[config.mk]
export PLATFORM = sky130hd
export DESIGN_NAME = sws_ctrl_flat
export DESIGN_NICKNAME = d
export VERILOG_FILES = /design/src/sws_pkg.sv /design/src/sws_if.sv /design/src/sws_ctrl.sv /design/src/flat_wrapper.sv
export SDC_FILE = /design/constraint.sdc
export NUM_CORES = 2
export LEC_CHECK = 0
export ABC_AREA = 1
export BUFFER_PORTS_ARGS = -buffer_cell sky130_fd_sc_hd__buf_2
export CAP_MARGIN = 5
export CELL_PAD_IN_SITES_DETAIL_PLACEMENT = 1
export CELL_PAD_IN_SITES_GLOBAL_PLACEMENT = 2
export CORE_MARGIN = 2
export CORE_UTILIZATION = 41
export CTS_CLUSTER_SIZE = 16
export DETAILED_ROUTE_END_ITERATION = 10
export PLACE_DENSITY_LB_ADDON = 0.2
export SETUP_SLACK_MARGIN = 0.5
export SLEW_MARGIN = 10
export SYNTH_ARGS = -nofsm -noshare
export SYNTH_HDL_FRONTEND = slang
export SYNTH_SLANG_ARGS = --single-unit
[constraint.sdc]
create_clock -name clk_i -period 10.6 [get_ports clk_i]
set_clock_uncertainty 0.05 [all_clocks]
set_input_delay 1.59 -clock clk_i [delete_from_list [all_inputs] [get_ports clk_i]]
set_output_delay 1.59 -clock clk_i [all_outputs]
set_load 0.005 [all_outputs]
[src/sws_pkg.sv]
// package with shared constants and types of the segmenter
`timescale 1ns / 1ps
package sws_pkg;
  localparam int MaxSegment = 256;
  localparam int SampleBits = 24;
  localparam int AddrBits = $clog2(MaxSegment);
  localparam int LenBits = $clog2(MaxSegment + 1);
  localparam int CfgBits = 24;
  localparam int IdxBits = 32;
  // product widths for the deviation test
  localparam int DiffBits = SampleBits + 1;
  localparam int ProdBits = DiffBits + LenBits + 1;
  localparam int NumBits = ProdBits + 1;
  localparam int BoundBits = CfgBits + LenBits;
  localparam logic [CfgBits-1:0] ErrorLimitReset = CfgBits'(2);

  typedef struct packed {
    logic [IdxBits-1:0] break_index;
    logic               forced_break;
    logic               end_of_series;
  } result_t;

  typedef struct packed {
    logic signed [SampleBits-1:0] sample_value;
    logic                         is_final;
  } sample_t;
endpackage

[src/sws_if.sv]
// valid/ready channel interfaces for samples and breakpoints
`timescale 1ns / 1ps
interface sws_sample_if;
  logic                                 valid;
  logic                                 ready;
  logic signed [sws_pkg::SampleBits-1:0] sample_value;
  logic                                 is_final;
  modport source (output valid, sample_value, is_final, input ready);
  modport sink (input valid, sample_value, is_final, output ready);
endinterface


[src/sws_ctrl.sv]
// sequencer: scans buffered points against the new line and updates the store
`timescale 1ns / 1ps
module sws_ctrl (
  input  logic                               clk_i,
  input  logic                               rst_ni,
  input  logic [sws_pkg::CfgBits-1:0]        error_limit_i,
  input  logic                               q_empty_i,
  sws_sample_if.sink                         smp,
  output logic                               push_o,
  output sws_pkg::result_t                   push_data_o,
  output logic                               we_o,
  output logic [sws_pkg::AddrBits-1:0]       waddr_o,
  output logic signed [sws_pkg::SampleBits-1:0] wdata_o,
  output logic [sws_pkg::AddrBits-1:0]       raddr_o,
  input  logic signed [sws_pkg::SampleBits-1:0] rdata_i
);
  import sws_pkg::*;

  typedef enum logic [2:0] {
    S_IDLE, S_ANCHOR, S_SCAN, S_MUL, S_TEST, S_COPY, S_FIN
  } state_e;

  state_e                  state_q;
  logic [LenBits-1:0]      len_q;
  logic [IdxBits-1:0]      pos_q;
  logic signed [SampleBits-1:0] y_q, y0_q;
  logic                    final_q;
  logic [LenBits-1:0]      i_q;
  logic                    ok_q;
  logic signed [ProdBits-1:0] pa_q, pb_q;
  logic [BoundBits-1:0]    bound_q;
  logic [LenBits-1:0]      rd_idx;
  logic signed [NumBits-1:0] num;
  logic [NumBits-1:0]      mag;

  assign smp.ready = (state_q == S_IDLE) && q_empty_i;

  always_comb begin
    rd_idx = i_q;
    raddr_o = rd_idx[AddrBits-1:0];
    num = NumBits'(pa_q) + NumBits'(pb_q);
    mag = num[NumBits-1] ? NumBits'(-num) : NumBits'(num);
  end

  always_ff @(posedge clk_i or negedge rst_ni) begin
    if (!rst_ni) begin
      state_q <= S_IDLE;
      len_q <= '0;
      pos_q <= '0;
      final_q <= 1'b0;
      i_q <= '0;
      ok_q <= 1'b0;
      push_o <= 1'b0;
      push_data_o <= '0;
      we_o <= 1'b0;
      waddr_o <= '0;
      wdata_o <= '0;
      y_q <= '0;
      y0_q <= '0;
      pa_q <= '0;
      pb_q <= '0;
      bound_q <= '0;
    end else begin
      push_o <= 1'b0;
      we_o <= 1'b0;
      unique case (state_q)
        S_IDLE: begin
          if (smp.valid && smp.ready) begin
            y_q <= smp.sample_value;
            final_q <= smp.is_final;
            bound_q <= BoundBits'(error_limit_i) * BoundBits'(len_q);
            if (len_q == '0) begin
              we_o <= 1'b1;
              waddr_o <= '0;
              wdata_o <= smp.sample_value;
              len_q <= LenBits'(1);
              state_q <= S_FIN;
            end else begin
              i_q <= '0;
              ok_q <= 1'b1;
              state_q <= S_ANCHOR;
            end
          end
        end
        S_ANCHOR: begin
          // read of slot 0 issued this cycle
          i_q <= LenBits'(1);
          state_q <= S_SCAN;
        end
        S_SCAN: begin
          if (i_q == LenBits'(1)) y0_q <= rdata_i;
          if (i_q >= len_q) begin
            if (ok_q && len_q < LenBits'(MaxSegment)) begin
              we_o <= 1'b1;
              waddr_o <= len_q[AddrBits-1:0];
              wdata_o <= y_q;
              len_q <= len_q + LenBits'(1);
              state_q <= S_FIN;
            end else begin
              push_o <= 1'b1;
              push_data_o <= '{break_index: pos_q - IdxBits'(1),
                               forced_break: ok_q, end_of_series: 1'b0};
              i_q <= len_q - LenBits'(1);
              state_q <= S_COPY;
            end
          end else begin
            state_q <= S_MUL;
          end
        end
        S_MUL: begin
          // rdata holds slot i; y0 valid (slot 0 captured in S_SCAN for i = 1)
          pa_q <= ProdBits'(DiffBits'(y0_q) - DiffBits'(rdata_i))
                  * $signed({1'b0, len_q});
          pb_q <= ProdBits'(DiffBits'(y_q) - DiffBits'(y0_q))
                  * $signed({1'b0, i_q});
          state_q <= S_TEST;
        end
        S_TEST: begin
          if (!(mag < NumBits'(bound_q))) begin
            ok_q <= 1'b0;
            i_q <= len_q;
          end else begin
            i_q <= i_q + LenBits'(1);
          end
          state_q <= S_SCAN;
        end
        S_COPY: begin
          if (i_q != '0) begin
            i_q <= '0;
          end else begin
            // rdata holds slot len-1
            we_o <= 1'b1;
            waddr_o <= '0;
            wdata_o <= rdata_i;
            len_q <= LenBits'(2);
            state_q <= S_FIN;
          end
        end
        S_FIN: begin
          // after a re-anchor the new sample goes to slot 1
          if (len_q == LenBits'(2) && waddr_o == '0 && we_o) begin
            we_o <= 1'b1;
            waddr_o <= AddrBits'(1);
            wdata_o <= y_q;
          end
          if (final_q) begin
            push_o <= 1'b1;
            push_data_o <= '{break_index: pos_q, forced_break: 1'b0,
                             end_of_series: 1'b1};
            len_q <= '0;
            pos_q <= '0;
          end else begin
            pos_q <= pos_q + IdxBits'(1);
          end
          state_q <= S_IDLE;
        end
        default: state_q <= S_IDLE;
      endcase
    end
  end
endmodule

[src/flat_wrapper.sv]
// flat-port wrapper written by rule: the top's interface ports become plain ports
module sws_ctrl_flat import sws_pkg::*;
  (clk_i, rst_ni, error_limit_i, q_empty_i, push_o, push_data_o, we_o, waddr_o, wdata_o, raddr_o, rdata_i, smp_valid, smp_sample_value, smp_is_final, smp_ready);
  sws_sample_if smp_i ();
  input  logic clk_i;
  input  logic rst_ni;
  input  logic [sws_pkg::CfgBits-1:0] error_limit_i;
  input  logic q_empty_i;
  output logic push_o;
  output sws_pkg::result_t push_data_o;
  output logic we_o;
  output logic [sws_pkg::AddrBits-1:0] waddr_o;
  output logic signed [sws_pkg::SampleBits-1:0] wdata_o;
  output logic [sws_pkg::AddrBits-1:0] raddr_o;
  input  logic signed [sws_pkg::SampleBits-1:0] rdata_i;
  input wire logic [$bits(smp_i.valid)-1:0] smp_valid;
  input wire logic [$bits(smp_i.sample_value)-1:0] smp_sample_value;
  input wire logic [$bits(smp_i.is_final)-1:0] smp_is_final;
  output wire logic [$bits(smp_i.ready)-1:0] smp_ready;
  assign smp_i.valid = smp_valid;
  assign smp_i.sample_value = smp_sample_value;
  assign smp_i.is_final = smp_is_final;
  assign smp_ready = smp_i.ready;
  sws_ctrl u_core (.clk_i(clk_i), .rst_ni(rst_ni), .error_limit_i(error_limit_i), .q_empty_i(q_empty_i), .smp(smp_i), .push_o(push_o), .push_data_o(push_data_o), .we_o(we_o), .waddr_o(waddr_o), .wdata_o(wdata_o), .raddr_o(raddr_o), .rdata_i(rdata_i));
endmodule
==> results.txt <==
----------------------------------------------------
[Final layout]
  Final instance count without filler cells ... 6978
  Count of antenna diodes in the layout ... 0
  Post-Layout Inst Area ... 0.0448 mm2
  Number of nets in the layout ... 6593
  Share of layout cells above drive strength 1 ... 7.29%
  Synthesis-to-layout area growth ... 8.13%

[Clocking]
  Clock buffer count from CTS ... 37
  Clock tree from TritonCTS ... done
  Max Buffers Root-to-Sink ... 3
  Source-to-sink clock delay at the later pin of the worst-skew pair ... 620 ps
  H-tree levels ... 2
  # resized after CTS ... 0
  Cell at the root of the clock tree ... clkbuf_16
  Total setup buffers inserted after CTS ... 0
  Clock-pin transition on the worst setup and hold timing paths ... 60 ps
  Number of hold-repair buffers added at the cts stage ... 0
  Clock Sinks ... 274

[Die]
  Row Count ... 116
  Die boundary height ... 322 um
  Die Wd ... 322 um
  Core Region ... 0.100 mm2
  Count of pins on the block boundary ... 154
  Area of the die ... 0.104 mm2
  Starting utilization of the core area ... 41.4%

[Synthesis]
  Post-synthesis async set-or-reset flop share ... 100%
  Post-Syn Instances ... 5595
  Library cell occupying the most area in the post-synthesis netlist ... fa_1
  Share of the synthesized area in compound gates (AO/OA/AOI/OAI) ... 9.30%
  YS warnings ... 0
  Post-synth design cell area ... 0.0415 mm2
  Seq/Total Area, Yosys ... 16.5%
  Post-synthesis adder-cell area fraction ... 35.6%
  Most used DFF post-synth ... dfrtp_1
  Multiplexer fraction of the synthesized cell area ... 0%
  Top post-synthesis cells by area ... fa_1 (25%), dfrtp_1 (17%), nand2_1 (11%)
  Yosys cell types ... 61
  Number of synthesized flops with an enable pin ... 0
  Combinational family with the most area after synthesis ... adder cells
  Avg Cell Area, Syn ... 7.41 um2
  XOR/XNOR share of the synthesized area ... 3.55%
  Fraction of post-synthesis cell area in the top cell type by area ... 25.5%
  Syn nets ... 6536
  Simple-gate share of the synthesized area ... 22.4%
  Synth Register Bits ... 274

[Global routing]
  Pin count of the biggest net entering global routing ... 100
  Overall global routing resource usage ... 26.8%
  Via count of the first global-routing pass ... 38963
  Total grt overflow ... 0
  Antenna violations before repair ... 5
  Wire length of the first global-routing pass ... 218000 um

[Drt]
  Average via count per standard cell ... 5.16
  DRT antenna net count ... 0
  Wire length per cell ... 19.4 um
  Detailed-route DRC error count ... 0
  Total via count in the routed design ... 36028
  Number of DRC markers after the initial detailed-route iteration ... 1708
  First-pass detailed-route iteration total ... 5
  Aggregate routed wire length ... 135000 um

[Worst setup path]
  Crit-path leading delay family ... adder cells
  Worst path slowest cell ... fa_1
  Category of the worst setup path launch point ... flip-flop
  Required time of the worst setup path ... 10980 ps
  Number of buffer and inverter instances along the worst setup path ... 6
  Data arrival time of the critical path ... 9020 ps
  Largest fanout on the critical path ... 6
  Biggest cell delay along the critical path ... 580 ps
  Endpoint type of the worst setup path ... flip-flop
  Crit Path Class ... reg2reg
  Number of cells on the critical path ... 33
  Cells on worst reg2reg path ... 33

[Placed design]
  Routability cong. ... 0.889
  Detailed-placement wirelength estimate ... 112000 um
  Count of buffers from port buffering ... 153
  Area post-placement ... 0.0435 mm2
  Total instance count after detailed placement ... 6911

[Flow run]
  Count of maximum capacitance violations ... 0

[Hold path]
  Cell count of the worst hold path ... 2
  Hold Crit Class ... reg2reg

[STA]
  Top achievable clock speed ... 0.116 GHz
  Portion of the clock cycle consumed by the worst path in the final layout ... 81.6%
  Worst rel slew slack ... 26.1%
  Post-layout minimum cycle time ... 8650 ps
  Unrepaired setup endpoints after global routing ... no
  Number of setup violations in the final report ... 0
  Number of max-slew violations in the final report ... 0
  Total Neg Setup Slack ... 0 ps
  Final hold violations ... 0
  Pin slew with the least headroom to its limit ... 1100 ps

[Status]
  Result of the run ... finished, final reports clean

----------------------------------------------------
==> synthesized netlist by cell type, types with 8 or more instances <==
cell,instances
nand3_2,10
buf_2,8
nor4_1,15
inv_1,1169
fa_1,528
dfrtp_1,274
nor2_1,515
nand3b_1,8
o21ai_0,251
buf_4,8
a21o_1,10
o21ai_1,20
buf_1,19
nand3_1,184
a21oi_1,274
a211oi_1,11
nand2_2,23
inv_2,31
a221oi_1,8
nor2_2,17
o211ai_1,14
ha_1,336
nor2_4,9
a31oi_1,25
nand2_1,1264
xor2_1,98
or2_2,36
o22ai_1,23
clkbuf_1,143
o21a_1,21
nor3_1,48
nand4_1,53
o21bai_1,10
xnor2_1,67
==> path summary, 6_finish.rpt <==
path | start | to | slack (ps)
min reg2reg | u_core.push_data_o[31] | u_core.push_data_o[31] | 430
min | u_core.push_data_o[31] | u_core.push_data_o[31] | 430
max | u_core.y0_q[0] | u_core.pb_q[32] | 1950
min in group asynchronous | rst_ni | u_core.wdata_o[0] | 930
max in group asynchronous | rst_ni | u_core.pos_q[26] | 8080
max reg2reg | u_core.y0_q[0] | u_core.pb_q[32] | 1950
==> worst reg2reg max path, delay by kind of cell, from the launching register on <==
family,cells,cell delay [ps]
buffers and inverters,6,670
xor gates and xnor gates,1,170
DFF,1,400
adders and majority gates,8,3640
and+or+nand+nor,11,1900
AOI/OAI and AO/OA,7,1660
==> state kept, by name, summed over array words and instances, names as in the netlist <==
| register | count |
|---|---|
| u_core.bound_q | 33 |
| u_core.pb_q | 35 |
| u_core.y0_q | 24 |
| u_core.y_q | 24 |
| u_core.wdata_o | 24 |
| u_core.pa_q | 35 |
| u_core.pos_q | 32 |
| u_core.push_data_o | 34 |
| u_core.push_o | 1 |
| u_core.len_q | 9 |
| u_core.ok_q | 1 |
| u_core.final_q | 1 |
| u_core.waddr_o | 8 |
| u_core.we_o | 1 |
| u_core.state_q | 3 |
| u_core.i_q | 9 |
==> metrics by stage <==
stage,hold slack [ps],worst slack [ps],util [%]
2_1_floorplan,396,2550,-
3_3_place_gp,411,1600,43.5
3_5_place_dp,423,1460,43.5
4_1_cts,437,2020,44.8
5_1_grt,461,1300,44.8
6_report,432,1950,44.8
==> layout make-up <==
type	count	area, um2
Clock buffer	42	965
Clock inverter	25	364
Fill cell	12620	55300
Inverter	1204	4520
Multi-Input combinational cell	3939	29400
Sequential cell	274	6860
Tap cell	1298	1620
Timing Repair Buffer	196	1100
==> routing by layer <==
layer,global-route usage (%),routed length (um)
met4,5.80,2670
met5,0,46
met2,44.5,62200
met3,2.89,4830
met1,37.8,65400
==> placed cells by master (no fill, tap or decap), types with 152 or more instances in the layout <==
cell type  count
nand3_1      184
buf_2        152
inv_1       1169
a21oi_1      273
ha_1         336
dfrtp_1      270
nor2_1       514
fa_1         528
o21ai_0      251
nand2_1     1264
==> cells by family after synthesis <==
kind of cell / after synthesis
buffers and inverters: 1382
and+or+nand+nor: 2211
AOI/OAI and AO/OA: 698
adders and majority gates: 864
DFF: 274
xor gates and xnor gates: 166
Power is not shown: default switching activity piles up to over one toggle a cycle in this logic, so the estimate is an artifact.
