[config.mk]
export PLATFORM = sky130hd
export DESIGN_NAME = sws_outq_flat
export DESIGN_NICKNAME = d
export VERILOG_FILES = /design/src/sws_pkg.sv /design/src/sws_if.sv /design/src/sws_outq.sv /design/src/flat_wrapper.sv
export SDC_FILE = /design/constraint.sdc
export NUM_CORES = 1
export LEC_CHECK = 0
export ABC_AREA = 1
export BUFFER_PORTS_ARGS = -buffer_cell sky130_fd_sc_hd__buf_2
export CORE_ASPECT_RATIO = 0.7
export CORE_MARGIN = 2
export CORE_UTILIZATION = 55
export CTS_BUF_LIST = sky130_fd_sc_hd__clkbuf_16
export DETAILED_ROUTE_END_ITERATION = 12
export GPL_ROUTABILITY_DRIVEN = 1
export PLACE_DENSITY = 0.83
export SETUP_SLACK_MARGIN = 0.4
export SKIP_CTS_REPAIR_TIMING = 1
export SLEW_MARGIN = 25
export SYNTH_ARGS = -nofsm -noshare
export SYNTH_HDL_FRONTEND = slang
export SYNTH_SLANG_ARGS = --single-unit
[constraint.sdc]
create_clock -name clk_i -period 3.8 [get_ports clk_i]
set_input_delay 0.76 -clock clk_i [delete_from_list [all_inputs] [get_ports clk_i]]
set_output_delay 0.76 -clock clk_i [all_outputs]
set_load 0.01 [all_outputs]
[src/sws_pkg.sv]
// package with shared constants and types of the segmenter
`timescale 1ns / 1ps
package sws_pkg;
  localparam int MaxSegment = 256;
  localparam int SampleBits = 24;
  localparam int AddrBits = $clog2(MaxSegment);
  localparam int LenBits = $clog2(MaxSegment + 1);
  localparam int CfgBits = 24;
  localparam int IdxBits = 32;
  // product widths for the deviation test
  localparam int DiffBits = SampleBits + 1;
  localparam int ProdBits = DiffBits + LenBits + 1;
  localparam int NumBits = ProdBits + 1;
  localparam int BoundBits = CfgBits + LenBits;
  localparam logic [CfgBits-1:0] ErrorLimitReset = CfgBits'(2);

  typedef struct packed {
    logic [IdxBits-1:0] break_index;
    logic               forced_break;
    logic               end_of_series;
  } result_t;

  typedef struct packed {
    logic signed [SampleBits-1:0] sample_value;
    logic                         is_final;
  } sample_t;
endpackage

[src/sws_if.sv]


interface sws_result_if;
  logic                          valid;
  logic                          ready;
  logic [sws_pkg::IdxBits-1:0]   break_index;
  logic                          forced_break;
  logic                          end_of_series;
  modport source (output valid, break_index, forced_break, end_of_series, input ready);
  modport sink (input valid, break_index, forced_break, end_of_series, output ready);
endinterface

[src/sws_outq.sv]
// two-entry result queue between the sequencer and the output channel
`timescale 1ns / 1ps
module sws_outq (
  input  logic                clk_i,
  input  logic                rst_ni,
  input  logic                push_i,
  input  sws_pkg::result_t    push_data_i,
  output logic                empty_o,
  sws_result_if.source        res
);
  import sws_pkg::*;
  result_t    slot_q [2];
  logic       rd_q, wr_q;
  logic [1:0] cnt_q;
  logic       pop;

  assign pop = res.valid && res.ready;
  assign res.valid = (cnt_q != 2'd0);
  assign res.break_index = slot_q[rd_q].break_index;
  assign res.forced_break = slot_q[rd_q].forced_break;
  assign res.end_of_series = slot_q[rd_q].end_of_series;
  assign empty_o = (cnt_q == 2'd0);

  always_ff @(posedge clk_i) begin
    if (push_i) begin
      slot_q[wr_q] <= push_data_i;
    end
  end

  always_ff @(posedge clk_i or negedge rst_ni) begin
    if (!rst_ni) begin
      rd_q <= 1'b0;
      wr_q <= 1'b0;
      cnt_q <= 2'd0;
    end else begin
      if (push_i) wr_q <= ~wr_q;
      if (pop) rd_q <= ~rd_q;
      cnt_q <= cnt_q + 2'(push_i) - 2'(pop);
    end
  end
endmodule

[src/flat_wrapper.sv]
// flat-port wrapper written by rule: the top's interface ports become plain ports
module sws_outq_flat import sws_pkg::*;
  (clk_i, rst_ni, push_i, push_data_i, empty_o, res_valid, res_break_index, res_forced_break, res_end_of_series, res_ready);
  sws_result_if res_i ();
  input  logic clk_i;
  input  logic rst_ni;
  input  logic push_i;
  input  sws_pkg::result_t push_data_i;
  output logic empty_o;
  output wire logic [$bits(res_i.valid)-1:0] res_valid;
  output wire logic [$bits(res_i.break_index)-1:0] res_break_index;
  output wire logic [$bits(res_i.forced_break)-1:0] res_forced_break;
  output wire logic [$bits(res_i.end_of_series)-1:0] res_end_of_series;
  input wire logic [$bits(res_i.ready)-1:0] res_ready;
  assign res_valid = res_i.valid;
  assign res_break_index = res_i.break_index;
  assign res_forced_break = res_i.forced_break;
  assign res_end_of_series = res_i.end_of_series;
  assign res_i.ready = res_ready;
  sws_outq u_core (.clk_i(clk_i), .rst_ni(rst_ni), .push_i(push_i), .push_data_i(push_data_i), .empty_o(empty_o), .res(res_i));
endmodule
==> flow_summary_export.csv, run 1 <==
group,metric,value,unit
routing,wire_per_inst,13.2,um
placement,dp_hpwl,3.12,mm
clock_network,cts_root_buffer,"clkbuf_16",
logic_synthesis,yosysWarningCount,0,
cells_and_area,layoutNonFillerInstCount,360,
critical_path,worstSetupPathType,"reg2out",
power,p_leak,1.56,nW
critical_path,reg2reg_to,"u_core.slot_q[1][5]",
timing,timing.slew.headroom,34.6,%
routing,route.detailed.drc,0,
cells_and_area,n_antenna_cell,0,
placement,placedCellCount,344,
critical_path,regToRegStartpoint,"u_core.wr_q",
critical_path,cp_max_fo,20,
timing,worst_pin_slew,0.979,ns
timing,rsz0062_at_grt,"false",
global_route,grt_pass1_vias,1679,
global_route,grt_antenna_before_repair,0,
critical_path,cp-startpoint,"u_core.rd_q",
power,power.density,801,nW/um^2
critical_path,crit_path_end,"res_break_index[26]",
global_route,grt_overflow,0,
global_route,grt_pass1_wl,7.36,mm
floorplan,fp.dieH,63.3,um
clock_network,clkTransAtPathRegs,0.06,ns
critical_path,critPathMostFrequentCell,"nand2_1",
timing,fin_crit_sh,67.3,%
logic_synthesis,synth_cell_type_count,13,
logic_synthesis,syn-num-nets,247,
critical_path,required,3.04,ns
floorplan,rows,21,
logic_synthesis,synth_area,2760,sq um
critical_path,crit_slowest_cell,"dfrtp_1",
cells_and_area,postLayoutCoreUtil,72.3,%
timing,finalMaxSlewViolations,0,
timing,fmax,391,MHz
floorplan,die_area,5610,sq um
global_route,grt_max_degree,36,
timing,hold_viol,0,
routing,viasPerCell,4.65,
status,status,"finished clean",
critical_path,endpoint_kind,"output pin",
routing,drt-initial-drc-count,83,
timing,fin_crit,2.56,ns
critical_path,critPathBufInv,2,
clock_network,cts_tree,"done",
critical_path,cp_slowest_stage_delay,0.84,ns
global_route,grt_usage,18.0,%
critical_path,reg2reg_depth,3,
cells_and_area,nets,326,
cells_and_area,syn2layout_area_growth,25.9,%
critical_path,worstPathCellList,"buf_4, nand2_1, nand2_1, buf_2",
floorplan,fp.dieW,88.7,um
cells_and_area,layout_commonest_cell,"nand2_1",
hold_path,hp-class,"in2async",
logic_synthesis,ys_ff_latch,72,
power,ir_drop,0.418,mV
routing,wl,4.76,mm
critical_path,reg2reg_slack,2.07,ns
critical_path,startpoint_type,"flip-flop",
floorplan,start_util,57.4,%
placement,port_buffers,73,
clock_network,clk_latency,0.32,ns
timing,setup_tns,0,ns
clock_network,cts_buffers,9,
routing,postRouteAntennaNets,0,
clock_network,cts.path.max_buffers,2,
logic_synthesis,synth_area_per_cell,13.3,sq um
critical_path,cp_num_cells,4,
cells_and_area,layout_common_cells,"nand2_1 (102), buf_2 (73), edfxtp_1 (68)",
floorplan,ioPinCount,74,
cells_and_area,fill_cells,343,
timing,setup_violations,0,
critical_path,cp_top_family,"flip-flops",
routing,num_vias,1673,
routing,first_pass_iters,4,
critical_path,critPathArrivalTime,1.80,ns
placement,place_congestion,0.694,
clock_network,h-tree-depth,3,
clock_network,numClockSinks,72,
logic_synthesis,postSynthCellCount,207,
logic_synthesis,ys_seq_area_share,77.6,%
run,max-cap-violations,0,
timing,fin_worst_skew,0.00460,ns
floorplan,coreArea,4810,sq um
cells_and_area,drive_gt1_share,35.4,%
-- stage by stage --
| step | hold WS [ns] | area (sq um) | worst slack [ns] | power [mW] |
|---|---|---|---|---|
| 6_report | 0.248 | 3470 | 1.24 | 2.78 |
| 3_5_place_dp | 0.546 | 3150 | 1.56 | 1.93 |
| 5_1_grt | 0.235 | 3470 | 1.06 | 2.95 |
| 3_3_place_gp | 0.530 | 3150 | 1.60 | 1.91 |
| 2_1_floorplan | 0.463 | 2760 | 1.14 | 1.68 |
| 4_1_cts | 0.241 | 3470 | 1.22 | 2.80 |
-- cell type report --
type / count / area (sq um) / area share [%]
sequential: 72 / 2140 / 61.6
multi-input combinational: 118 / 500 / 14.4
timing repair buffer: 75 / 380 / 10.9
clock buffer: 9 / 225 / 6.48
clock inverter: 7 / 95.1 / 2.74
tap: 69 / 86.3 / 2.48
inverter: 10 / 45.0 / 1.30
-- per-layer routing --
layer	vias up	global-route usage, %	part of all wire [%]
met5	-	0	0
met4	0	3.98	0.55
met3	4	9.44	9.4
met2	70	28.8	46
met1	755	21.9	44
li1	844	-	-
-- sequential cells by signal, indices dropped and copies added (netlist names) --
| signal | count |
|---|---|
| u_core.slot_q | 68 |
| u_core.rd_q | 1 |
| u_core.cnt_q | 2 |
| u_core.wr_q | 1 |
-- report_power, final --
group | switching [mW] | internal, mW
clock network | 0.297 | 0.575
registers | 0.0831 | 1.06
logic | 0.499 | 0.269
-- synthesized netlist by cell type, drive strengths merged --
library cell	number	area, sq um
ha	2	25.0
edfxtp	68	2040
nand3	2	10.0
nand2	112	445
inv	10	45.0
buf	7	80.1
nor2	1	3.75
xor2	1	8.76
dfrtp	4	100
-- logic make-up after synthesis --
kind of cell	synth area share, %
XOR/XNOR	0.317
adder cells (fa/ha/maj)	0.906
buffers and inverters	4.53
flip-flops	77.6
AND/OR/NAND/NOR	16.6
-- worst register-to-register path: stages (launching register included) --
cell and delay, ns:
dfrtp_1 0.43, nand2_1 0.07, inv_1 0.51, buf_4 0.40
-- how the worst min path moves through the flow --
stage | end | slack (ns) | cells after the start
2_1_floorplan | u_core.cnt_q[0] | 0.46 | 0
3_3_place_gp | u_core.wr_q | 0.53 | 1
3_5_place_dp | u_core.wr_q | 0.55 | 1
4_1_cts | u_core.cnt_q[1] | 0.24 | 1
5_1_grt | u_core.wr_q | 0.24 | 1
6_report | u_core.wr_q | 0.25 | 1
Note: power is estimated with default switching activity, not from simulation.
==> run 2: changes to the inputs <==
--- a/config.mk
+++ b/config.mk
@@ -9,11 +9,11 @@
 export BUFFER_PORTS_ARGS = -buffer_cell sky130_fd_sc_hd__buf_2
 export CORE_ASPECT_RATIO = 0.7
 export CORE_MARGIN = 2
-export CORE_UTILIZATION = 55
+export CORE_UTILIZATION = 46
 export CTS_BUF_LIST = sky130_fd_sc_hd__clkbuf_16
 export DETAILED_ROUTE_END_ITERATION = 12
 export GPL_ROUTABILITY_DRIVEN = 1
-export PLACE_DENSITY = 0.83
+export PLACE_DENSITY = 0.74
 export SETUP_SLACK_MARGIN = 0.4
 export SKIP_CTS_REPAIR_TIMING = 1
 export SLEW_MARGIN = 25
==> constraint.sdc (replaced) <==
create_clock -name clk_i -period 2.3 [get_ports clk_i]
set_input_delay 0.46 -clock clk_i [delete_from_list [all_inputs] [get_ports clk_i]]
set_output_delay 0.46 -clock clk_i [all_outputs]
set_load 0.01 [all_outputs]
==> run 2 against run 1 <==
  * Final cell count grew 3.3%
  * Cell area grew 1.4%
  * Register-to-register slack lost 1.2 ns
  * Die area grew 18%
  * Global-route usage shrank 2.5 points
  * Core utilization shrank 11 points
  * First-iteration DRC count shrank 17%
  * Clock skew is essentially flat
  * Clock power grew 54%
  * Sequential cell count is the same
  * Power grew 64%
  * Combinational power grew 78%
==> flow_summary_export.csv, run 2 (synthesis results as in run 1) <==
group,metric,value,unit
timing,fin_crit,1.79,ns
cells_and_area,n_antenna_cell,0,
cells_and_area,layout_commonest_cell,"nand2_1",
critical_path,reg2reg_slack,0.86,ns
global_route,grt_pass1_vias,1489,
cells_and_area,drive_gt1_share,36.4,%
hold_path,hold_end,"u_core.slot_q[1][29]",
cells_and_area,nets,332,
global_route,grt_overflow,0,
hold_path,hp-class,"in2reg",
clock_network,cts_root_buffer,"clkbuf_16",
global_route,grt_usage,15.5,%
floorplan,fp.dieH,68.8,um
clock_network,cts_buffers,9,
critical_path,startpoint_type,"flip-flop",
cells_and_area,multi_input_area,500,sq um
timing,layout_setup_ws,0.507,ns
timing,worst_pin_slew,0.551,ns
timing,timing.slew.headroom,63.2,%
global_route,grt_antenna_before_repair,0,
timing,fin_crit_sh,78.0,%
routing,drt-initial-drc-count,69,
floorplan,ioPinCount,74,
cells_and_area,reg_top3,"u_core.slot_q: 68 flops, u_core.cnt_q: 2 flops",
run,max-cap-violations,0,
cells_and_area,fill_cells,469,
routing,first_pass_iters,4,
global_route,grt_pass1_wl,7.12,mm
placement,place_congestion,0.742,
cells_and_area,largest-register,"u_core.slot_q",
cells_and_area,largest_register_ffs,68,
power,p_total,4.56,mW
clock_network,h-tree-depth,3,
power,power.density,1290,nW/um^2
critical_path,endpoint_kind,"output pin",
clock_network,numClockSinks,72,
routing,wire_per_inst,12.8,um
floorplan,coreArea,5760,sq um
floorplan,fp.dieW,96.6,um
placement,dp_slack,0.618,ns
critical_path,reg2reg_depth,2,
clock_network,cts_tree,"done",
timing,finalMaxSlewViolations,0,
cells_and_area,seq_area,2140,sq um
routing,route.detailed.drc,0,
critical_path,cp_max_fo,14,
routing,postRouteAntennaNets,0,
timing,fin_worst_skew,0.00423,ns
floorplan,start_util,48.0,%
timing,hold_viol,0,
power,ir_drop,0.680,mV
critical_path,required,1.84,ns
routing,viasPerCell,4.53,
timing,rsz0062_at_grt,"false",
routing,wl,4.77,mm
timing,setup_violations,0,
placement,dp_hpwl,3.18,mm
critical_path,critPathArrivalTime,1.33,ns
status,status,"finished clean",
routing,num_vias,1686,
floorplan,rows,23,
cells_and_area,syn2layout_area_growth,27.7,%
clock_network,clkTransAtPathRegs,0.06,ns
cells_and_area,layout_common_cells,"nand2_1 (102), buf_2 (73), edfxtp_1 (68)",
critical_path,regToRegStartpoint,"u_core.wr_q",
hold_path,min_from,"push_data_i[29]",
timing,fmax,558,MHz
timing,setup_tns,0,ns
hold_path,holdPathStages,1,
clock_network,cts.path.max_buffers,2,
power,p_leak,1.57,nW
placement,port_buffers,73,
critical_path,worstSetupPathType,"reg2out",
clock_network,clk_latency,0.33,ns
critical_path,reg2reg_to,"u_core.slot_q[0][33]",
global_route,grt_max_degree,36,
floorplan,die_area,6650,sq um
run 2: critical path, stage by stage, from the launching register on:
cell and delay, ns:
dfrtp_2 0.48, buf_4 0.24, nand2_1 0.07, nand2_1 0.09, buf_2 0.13
run 2: through the flow:
| stage | util, % | instance area (sq um) | hold slack (ns) | cells |
|---|---|---|---|---|
| 3_3_place_gp | 55.5 | 3200 | 0.281 | 353 |
| 5_1_grt | 61.2 | 3520 | 0.306 | 372 |
| 6_report | 61.2 | 3520 | 0.320 | 372 |
| 3_5_place_dp | 55.5 | 3200 | 0.283 | 353 |
| 4_1_cts | 60.7 | 3490 | -0.0675 | 369 |
| 2_1_floorplan | - | 2760 | 0.164 | 207 |
run 2: cell type report:
cell class | count | area share (%)
flip-flops and latches | 72 | 60.8
inverters | 10 | 1.42
clock inverters | 7 | 2.02
repair buffers | 81 | 12.5
well taps | 75 | 2.66
multi-input cells | 118 | 14.2
clock buffers | 9 | 6.39
run 2: worst max-delay path by stage:
stage                 from                   end  slack (ns)  cells past startpoint
2_1_floorplan       push_i   u_core.slot_q[0][0]        0.52                      2
3_3_place_gp        push_i  u_core.slot_q[0][33]        0.63                      4
3_5_place_dp        push_i  u_core.slot_q[0][33]        0.62                      4
4_1_cts        u_core.rd_q   res_break_index[12]        0.30                      4
5_1_grt        u_core.rd_q   res_break_index[12]        0.41                      4
6_report       u_core.rd_q   res_break_index[24]        0.51                      4
run 2: routing by layer:
layer | wire length (um) | track usage [%] | up-vias
met3 | 391 | 6.52 | 7
met2 | 2100 | 22.0 | 68
met1 | 2220 | 20.9 | 753
met4 | 56 | 7.04 | 0
li1 | - | - | 858
met5 | 0 | 0 | -
run 2: power breakdown:
group          switching, mW  internal (mW)  total (mW)  leakage [nW]
logic                  0.866          0.502        1.37         0.749
registers              0.101           1.75        1.85         0.685
clock network          0.504          0.837        1.34         0.139
total                   1.47           3.09        4.56          1.57
==> run 3: changes to the inputs <==
==> constraint.sdc (replaced) <==
create_clock -name clk_i -period 1.5 [get_ports clk_i]
set_input_delay 0.3 -clock clk_i [delete_from_list [all_inputs] [get_ports clk_i]]
set_output_delay 0.3 -clock clk_i [all_outputs]
set_load 0.01 [all_outputs]
==> run 3 against run 2 <==
  * The flow now finishes with violations (negative setup slack)
  * Clock-buffer cell count stayed put
  * Die area stayed put
  * Non-clock buffer count stayed put
  * Power is 65% higher
  * Combinational power is 82% higher
  * Via count is 1.5% higher
  * Sequential cell count stayed put
  * Sequential power is 54% higher
  * Routed wire length is 2.4% higher
  * Sequential share of layout area is 3.1 points lower
  * Clock power is 62% higher
  * Critical path type unchanged
  * Critical endpoint is now res_forced_break
==> flow_summary_export.csv, run 3 (synthesis results as in run 1) <==
group,metric,value,unit
clock_network,h-tree-depth,3,
run,max-cap-violations,0,
critical_path,worstSetupPathType,"reg2out",
timing,hold_slack,0.162,ns
cells_and_area,largest_register_ffs,68,
timing,fin_crit_sh,106,%
placement,port_buffers,73,
cells_and_area,drive_gt1_share,50.7,%
floorplan,start_util,48.0,%
clock_network,clkTransAtPathRegs,0.06,ns
cells_and_area,reg_top3,"u_core.slot_q: 68 flops, u_core.cnt_q: 2 flops",
clock_network,cts_tree,"done",
floorplan,fp.dieW,96.6,um
cells_and_area,layout_commonest_cell,"buf_2",
power,p_int,5.09,mW
power,p_comb_share,33.3,%
critical_path,worstPathCellList,"clkinv_8, nand2_1, nand2_1, buf_2",
power,p_total,7.51,mW
routing,wire_per_inst,13.2,um
critical_path,regToRegStartpoint,"u_core.cnt_q[0]",
clock_network,clk_latency,0.32,ns
routing,route.detailed.drc,0,
cells_and_area,layoutNonFillerInstCount,371,
power,netSwitchingFraction,32.2,%
cells_and_area,postLayoutCoreUtil,64.5,%
critical_path,cp_top_family,"flip-flops",
critical_path,endpoint_kind,"output pin",
timing,fin_worst_skew,0.00696,ns
critical_path,required,1.20,ns
placement,place_area,3320,sq um
routing,postRouteAntennaNets,0,
timing,hold_viol,0,
hold_path,hold_end,"u_core.slot_q[1][29]",
floorplan,rows,23,
timing,setup_tns,-2.31,ns
placement,dp_slack,0.152,ns
critical_path,startpoint_type,"flip-flop",
routing,first_pass_iters,4,
cells_and_area,syn2layout_area_growth,34.5,%
power,ir_drop,0.939,mV
cells_and_area,largest-register,"u_core.slot_q",
timing,fin_crit,1.59,ns
power,seq_power_share,37.8,%
critical_path,critPathArrivalTime,1.29,ns
critical_path,critPathBufInv,2,
floorplan,ioPinCount,74,
timing,finalMaxSlewViolations,0,
critical_path,reg2reg_slack,0.20,ns
power,switching_power,2.42,mW
hold_path,min_from,"push_data_i[29]",
routing,num_vias,1711,
clock_network,cts_root_buffer,"clkbuf_16",
hold_path,hp-class,"in2reg",
routing,drt-initial-drc-count,107,
cells_and_area,layout_common_cells,"buf_2 (71), nand2_1 (69), edfxtp_1 (68)",
global_route,grt_usage,15.8,%
cells_and_area,n_antenna_cell,0,
global_route,grt_max_degree,36,
cells_and_area,fill_cells,425,
routing,wl,4.88,mm
placement,place_congestion,0.760,
timing,setup_violations,34,
critical_path,critPathMostFrequentCell,"nand2_1",
hold_path,holdPathStages,1,
power,pwr-share-clk,28.9,%
global_route,grt_pass1_vias,1558,
timing,layout_setup_ws,-0.0930,ns
routing,viasPerCell,4.61,
global_route,grt_antenna_before_repair,0,
power,p_leak,1.59,nW
floorplan,fp.dieH,68.8,um
clock_network,cts_buffers,9,
critical_path,cp_slowest_stage_delay,0.46,ns
critical_path,reg2reg_to,"u_core.cnt_q[1]",
timing,rsz0062_at_grt,"true",
critical_path,cp_max_fo,35,
clock_network,cts.path.max_buffers,2,
placement,dp_hpwl,3.17,mm
status,status,"finished with violations",
timing,timing.slew.headroom,87.7,%
critical_path,reg2reg_depth,9,
power,power.density,2020,nW/um^2
floorplan,coreArea,5760,sq um
critical_path,crit_slowest_cell,"dfrtp_2",
placement,placedCellCount,354,
cells_and_area,design_area,3710,sq um
timing,worst_pin_slew,0.184,ns
global_route,grt_overflow,0,
cells_and_area,nets,332,
global_route,grt_pass1_wl,7.30,mm
clock_network,numClockSinks,72,
timing,fmax,628,MHz
status,violations,"negative setup slack",
floorplan,die_area,6650,sq um
[run 3: changes by cell type in the layout (fill, tap and decap cells not counted), sizes merged]
cell	delta
clkinv	+1
clkinvlp	-1
bufinv	+1
inv	-2
[run 3: worst max-delay path by stage]
stage	cells past startpoint	from	slack, ns	to
after floorplan	2	u_core.wr_q	0.15	u_core.slot_q[1][0]
after global placement	4	u_core.rd_q	0.17	res_break_index[15]
after detailed placement	4	u_core.rd_q	0.15	res_break_index[18]
after CTS	4	u_core.rd_q	-0.21	res_break_index[18]
after global routing	4	u_core.rd_q	-0.17	res_break_index[19]
final	4	u_core.rd_q	-0.09	res_forced_break
[run 3: final cells by class]
class	instances	area [sq um]	area share (%)
repair buffers	81	485	13.1
well taps	75	93.8	2.53
multi-input cells	118	623	16.8
clock inverters	6	85.1	2.29
flip-flops and latches	72	2140	57.7
inverters	10	56.3	1.52
clock buffers	9	225	6.06
[run 3: power groups by stage]
| stage | clock [mW] | combinational, mW | sequential [mW] |
|---|---|---|---|
| after floorplan | 0 | 1.67 | 2.82 |
| after global placement | 0 | 2.35 | 2.85 |
| after detailed placement | 0 | 2.38 | 2.86 |
| after CTS | 2.21 | 2.39 | 2.83 |
| after global routing | 2.31 | 2.81 | 2.87 |
| final | 2.17 | 2.50 | 2.84 |
[run 3: layer usage]
| layer | part of all wire, % | vias up | track usage [%] |
|---|---|---|---|
| met4 | 0.98 | 0 | 5.28 |
| li1 | - | 855 | - |
| met2 | 47 | 73 | 25.0 |
| met3 | 9.2 | 5 | 6.85 |
| met5 | 0 | - | 0 |
| met1 | 43 | 778 | 19.8 |
